`config.mk`:
```
export PLATFORM = sky130hd
export DESIGN_NAME = m3i_queue
export DESIGN_NICKNAME = d
export VERILOG_FILES = /design/src/rtl/core/m3i_pkg.sv /design/src/rtl/core/m3i_queue.sv
export SDC_FILE = /design/constraint.sdc
export NUM_CORES = 1
export LEC_CHECK = 0
export ABC_AREA = 0
export BUFFER_PORTS_ARGS = -buffer_cell sky130_fd_sc_hd__buf_2
export CAP_MARGIN = 10
export CORE_AREA = 10 10 532 534
export CTS_CLUSTER_SIZE = 20
export DETAILED_ROUTE_END_ITERATION = 8
export DIE_AREA = 0 0 542 544
export HOLD_SLACK_MARGIN = 0.1
export MAX_ROUTING_LAYER = met4
export PLACE_DENSITY = 0.39
export SLEW_MARGIN = 10
export SYNTH_ARGS = -nofsm -noshare
export SYNTH_HDL_FRONTEND = slang
export SYNTH_SLANG_ARGS = --single-unit
```
`constraint.sdc`:
```
create_clock -name clock -period 29.6 [get_ports clock]
set_clock_uncertainty 0.05 [all_clocks]
set_input_delay 5.92 -clock clock [delete_from_list [all_inputs] [get_ports clock]]
set_output_delay 5.92 -clock clock [all_outputs]
set_load 0.02 [all_outputs]
```
`src/rtl/core/m3i_pkg.sv`:
```
// package for the 3x3 matrix inverse core: widths, item types and queue entry type
// used by every module under rtl/core; depends on nothing
`timescale 1ns / 1ps

package m3i_pkg;

   localparam int ELEM_WIDTH  = 32;
   localparam int FRAC_BITS   = 16;
   localparam int PROD_WIDTH  = 2 * ELEM_WIDTH;
   localparam int COF_WIDTH   = PROD_WIDTH + 1;
   localparam int DET_WIDTH   = 3 * ELEM_WIDTH + 2;
   localparam int NUM_WIDTH   = COF_WIDTH + 2 * FRAC_BITS;
   localparam int QUO_WIDTH   = ELEM_WIDTH;
   localparam int REM_WIDTH   = DET_WIDTH + QUO_WIDTH + 1;
   localparam int QUEUE_DEPTH = 2;
   localparam int QPTR_WIDTH  = $clog2(QUEUE_DEPTH);
   localparam int QCNT_WIDTH  = $clog2(QUEUE_DEPTH + 1);

   typedef logic signed [ELEM_WIDTH-1:0] elem_type;

   typedef struct packed {
      elem_type a00;
      elem_type a01;
      elem_type a02;
      elem_type a10;
      elem_type a11;
      elem_type a12;
      elem_type a20;
      elem_type a21;
      elem_type a22;
   } req_type;

   typedef struct packed {
      elem_type inv00;
      elem_type inv01;
      elem_type inv02;
      elem_type inv10;
      elem_type inv11;
      elem_type inv12;
      elem_type inv20;
      elem_type inv21;
      elem_type inv22;
      logic     singular;
      logic     saturated;
   } rsp_type;

   // one classified item: cofactor magnitudes in output order, result signs, |det|
   typedef struct packed {
      logic [8:0][COF_WIDTH-1:0] mag;
      logic [8:0]                neg;
      logic [DET_WIDTH-1:0]      det;
      logic                      singular;
   } job_type;

endpackage

```
`src/rtl/core/m3i_queue.sv`:
```
// short queue between the front and back pipelines
// depends on m3i_pkg
`timescale 1ns / 1ps

module m3i_queue (
   input  logic              clock,
   input  logic              reset,
   input  logic              push,
   input  m3i_pkg::job_type  push_data,
   input  logic              pop,
   output logic              pop_valid,
   output m3i_pkg::job_type  pop_data,
   output logic              full
);

   localparam int D  = m3i_pkg::QUEUE_DEPTH;
   localparam int PB = m3i_pkg::QPTR_WIDTH;
   localparam int CB = m3i_pkg::QCNT_WIDTH;

   m3i_pkg::job_type entry_ff [D];
   logic [PB-1:0] wr_ptr_ff, wr_ptr_in;
   logic [PB-1:0] rd_ptr_ff, rd_ptr_in;
   logic [CB-1:0] count_ff, count_in;
   logic          do_push, do_pop;

   assign pop_valid = (count_ff != '0);
   assign full      = (count_ff == CB'(D));
   assign do_pop    = pop && pop_valid;
   assign do_push   = push && !full;
   assign pop_data  = entry_ff[rd_ptr_ff];

   always_comb begin
      wr_ptr_in = wr_ptr_ff;
      rd_ptr_in = rd_ptr_ff;
      if (do_push) begin
         wr_ptr_in = (wr_ptr_ff == PB'(D - 1)) ? '0 : wr_ptr_ff + 1'b1;
      end
      if (do_pop) begin
         rd_ptr_in = (rd_ptr_ff == PB'(D - 1)) ? '0 : rd_ptr_ff + 1'b1;
      end
      count_in = count_ff + CB'(do_push) - CB'(do_pop);
   end

   always_ff @(posedge clock) begin
      if (reset) begin
         wr_ptr_ff <= '0;
         rd_ptr_ff <= '0;
         count_ff  <= '0;
      end else begin
         wr_ptr_ff <= wr_ptr_in;
         rd_ptr_ff <= rd_ptr_in;
         count_ff  <= count_in;
      end
      if (do_push) begin
         entry_ff[wr_ptr_ff] <= push_data;
      end
   end

endmodule

```
-- After elaboration in Yosys (flattened, before gate mapping)
Memories as Yosys holds them, arrays and structs flattened. A register that Yosys moved wholly into a read port is not among the register bits.
Cells that the tools add are included.
- $add $sub $neg: 4
- muxes and demuxes: 6
- reductions and logical operators: 4
- eq/ne operators: 1
- operators by type and width (kind ; number):
    $mux W1 ; 6
    $add A1 B1 Y1 const B ; 2
    $add A2 B1 Y2 ; 1
    $eq A2 B2 Y1 const B ; 1
    $logic_and A1 B1 Y1 ; 2
    $reduce_bool A2 Y1 ; 1
    $sub A2 B1 Y2 ; 1
    $logic_not A1 Y1 ; 1
- bits in writable memories: 1386
- logic and storage cells: 19
- bits in registers: 4
- memories kept: 1
- input port bits: 697
- memory list (memory ; depth ; bits a word ; rd ports ; clocked after memory_dff ; write ports ; line ; RTL):
    entry_ff ; 2 ; 693 ; 1 ; 1 ; 1 ; m3i_queue.sv:20 ; m3i_pkg::job_type entry_ff [D];

-- Logic depth before layout (Yosys ltp)
- word-level depth: 5
- mapped depth: 8
- depth with buffers taken out: 8

-- Worst setup path before layout
No wires, ideal clock.
- path kind: input to register
- from: input port push
- to: memory entry_ff[1][0] in the netlist's numbering (enable)
- arrival time: 21648 ps
- stages: 1
- data required time: 28394 ps
- slack: 6746 ps
- path through: and3_1
- longest elaborated chain between the ends: 3
- RTL lines (what ; line ; RTL):
    from (decl) ; m3i_queue.sv:8 ; input logic push,
    $logic_and A1 B1 Y1 ; m3i_queue.sv:29 ; assign do_push = push && !full;
    $mux W1 ; m3i_queue.sv:54 ; if (do_push) begin
    $mux W1 (not written as such) ; m3i_queue.sv:55 ; entry_ff[wr_ptr_ff] <= push_data;
    to (decl) ; m3i_queue.sv:20 ;
No other way between the ends.

==> summary.md <==
| Metric | Value |
|---|---|
| Status | `completed` |
| CTS clock-pin slew for the worst setup and hold paths | `around 0.060 ns` |
| Layout cell share with drive strength beyond 1 | `between 60% and 70%` |
| Filler cell count | `28300` |
| Post-route clock period utilization | `36.0%` |
| Most frequent cells in the layout | `buf_2, edfxtp_1, mux2_2, clkbuf_16, clkinv_1` |
| Critical setup path kind | `reg -> out` |
| Final setup violation count | `0` |
| Cell depth of the worst min-delay path | `2` |
| Startpoint type of the worst setup path | `register` |
| Maximum number of pins on one net before global-route repair | `between 100 and 150` |
| Max Fanout on Critical Path | `roughly 120` |
| Setup crit end kind | `output port` |
| Cell variety after synth | `22` |
| Layout Area Growth over Synthesis | `32.3%` |
| Routed wire length per instance | `between 20 and 30 um` |
| Pwr dens | `96.4 nW/um2` |
| Biggest area consumer among synthesized cells | `edfxtp_1` |
| Placement row count | `around 190` |
| Wire length of the first global-routing pass | `258 mm` |
| Max rail drop VDD | `approximately 0.046 mV` |
| Initial Util | `between 10% and 20%` |
| Post-synthesis sequential area ratio | `around 82%` |
| Initial antenna violation count | `between 200 and 250` |
| CTS tree | `yes` |
| Setup slack, reg-to-reg | `around 24 ns` |
| Floorplan core area | `272000 um2` |
| Synth Warn # | `0` |
| Post-Synthesis Cell Area | `approximately 50000 um2` |
| Cells after synthesis | `2183` |
| Non-filler instance count after layout | `between 7000 and 8000` |
| Placed wire-length estimate | `~150 mm` |
| Total global routing track utilization | `13.0%` |
| CTS Buf Count | `~170` |
| Vias/cell | `approximately 3.7` |
| Total congestion overflow | `0` |
| Number of gates resized after CTS | `0` |
| RR Endpoint | `entry_ff[1][207]$_DFFE_PP_` |
| Via Count | `27600` |
| Clock root buffer | `clkbuf_16` |
| H-tree Lvls | `4` |
| Fin. max-slew vios | `0` |
| Routability cong. | `around 0.81` |
| Number of register bits inferred by synthesis | `between 1000 and 1500` |
| Final Util | `between 20% and 30%` |
| # placed instances | `approximately 7100` |
| Worst endpoint data arrival time | `about 4.7 ns` |
| RSZ-0062 raised after global routing | `no` |
| Worst endpoint required time | `around 24 ns` |
| Die outline width | `approximately 540 um` |
| I/O Pins | `1392` |
| Worst Tran Pin Value | `around 1.2 ns` |
| Post-CTS setup buffer count | `0` |
| CTS hold repair buffers | `0` |
| Floorplan die area | `295000 um2` |
| Number of max-cap violations | `0` |
| Leakage Power | `0.0238 uW` |
| Die Height | `between 500 and 600 um` |
| Most common cell after layout, fill and taps aside | `buf_2` |
| CTS max path bufs | `4` |
| Final Hold Viols | `0` |
| DRC violation total after the first TritonRoute iteration | `1533` |
| Mean instance size in the synthesized netlist | `about 23 um2` |
| Count of unresolved DRC violations after routing | `0` |
| Net count after synthesis | `approximately 2900` |
| Port Buf Inserts | `roughly 1400` |
| Post-layout power | `about 6500 uW` |
| Worst r2r path cells | `7` |
| Minimum period implied by the final worst setup slack | `around 11 ns` |
| Worst skew pair latency | `a little over 0.8 ns` |
| Total clock sinks | `about 1400` |
| Capturing instance or port of the critical path | `pop_data[480]` |
| Yosys top cell area share | `about 82%` |
| Highest achievable clock rate | `about 94 MHz` |
| Most area-consuming cells after synthesis | `edfxtp_1, mux2_2, buf_6, clkbuf_8, dfxtp_1` |
| Worst slew margin relative to its limit | `around 17%` |
| Routed wire length | `~200 mm` |
| Nets | `approximately 4400` |
| Antenna viol nets, final | `0` |
| Tightest Hold Check Type | `reg -> reg` |
| RR Startpoint | `count_ff[0]$_SDFF_PP0_` |
| DR pass1 iterations | `5` |
| Hold slack | `0.449 ns` |
| Setup tns final | `0 ns` |
| Vias in the first global route | `28900` |
==> routing by layer <==
metal / wire (um) / part of all wire, % / global-route usage [%] / vias up
met3: 23900 / 12 / 7.16 / 335
met1: 77500 / 39 / 14.4 / 13900
met2: 92900 / 47 / 21.0 / 1353
met4: 3530 / 1.8 / 2.20 / 0
li1: - / - / - / 12000
met5: 0 / 0 / - / -
==> per-stage QoR <==
stage,setup slack [ns],instance area [um2]
floorplan,6.75,50600
global placement,18.17,61400
detailed placement,18.23,61400
CTS,18.69,66600
global route,18.63,66900
finish,18.94,66900
==> cell families after synthesis <==
| group | share of synthesized area, % |
|---|---|
| buffers and inverters | 1.87 |
| muxes | 15.4 |
| AOI/OAI and AO/OA | 0.0346 |
| adders and majority gates | 0.0495 |
| DFF | 82.5 |
| xor gates and xnor gates | 0.0346 |
| and+or+nand+nor | 0.114 |
==> state kept, by name, indices dropped and copies added, names as in the netlist, named ones only <==
name       count
count_ff       2
entry_ff    1386
rd_ptr_ff      1
wr_ptr_ff      1
==> synthesized netlist by cell type, drive strengths merged <==
cell and n:
a21oi 1, nand2b 1, nor2b 1, xor2 1
and2 1, buf 47, and3 1, nor3 1
xnor2 1, o21ai 1, or2 1, mux2 693
clkbuf 30, o21a 1, nand2 1, dfxtp 5
or3 1, inv 4, ha 2, nor2 3
edfxtp 1386
==> where the power goes <==
part	total (uW)	internal (uW)	switching [uW]
clock	1990	1160	825
sequential	2570	2510	62.2
combinational	1890	623	1270
total	6450	4290	2160
==> worst max-delay path, cell delays in order, from the launching register on <==
cell and delay (ns):
dfxtp_4 0.78, buf_4 0.61, buf_12 0.53, buf_4 0.98, mux2_2 0.47, buf_2 0.18
==> how the worst min path moves through the flow <==
stage                      startpoint                endpoint
3_5_place_dp   wr_ptr_ff$_SDFFE_PP0P_  wr_ptr_ff$_SDFFE_PP0P_
4_1_cts        wr_ptr_ff$_SDFFE_PP0P_  wr_ptr_ff$_SDFFE_PP0P_
2_1_floorplan  wr_ptr_ff$_SDFFE_PP0P_  wr_ptr_ff$_SDFFE_PP0P_
6_report       wr_ptr_ff$_SDFFE_PP0P_  wr_ptr_ff$_SDFFE_PP0P_
3_3_place_gp   rd_ptr_ff$_SDFFE_PP0P_  rd_ptr_ff$_SDFFE_PP0P_
5_1_grt        wr_ptr_ff$_SDFFE_PP0P_  wr_ptr_ff$_SDFFE_PP0P_
==> cell type report <==
class	count	area, um2	area share [%]
clock inverters	83	708	1.06
repair buffers	1421	7240	10.8
clock buffers	211	4520	6.76
diodes	108	270	0.404
inverters	4	22.5	0.0337
well taps	3589	4490	6.71
multi-input cells	711	7930	11.8
flip-flops and latches	1391	41700	62.4
Note: power is estimated with default switching activity, not from simulation.
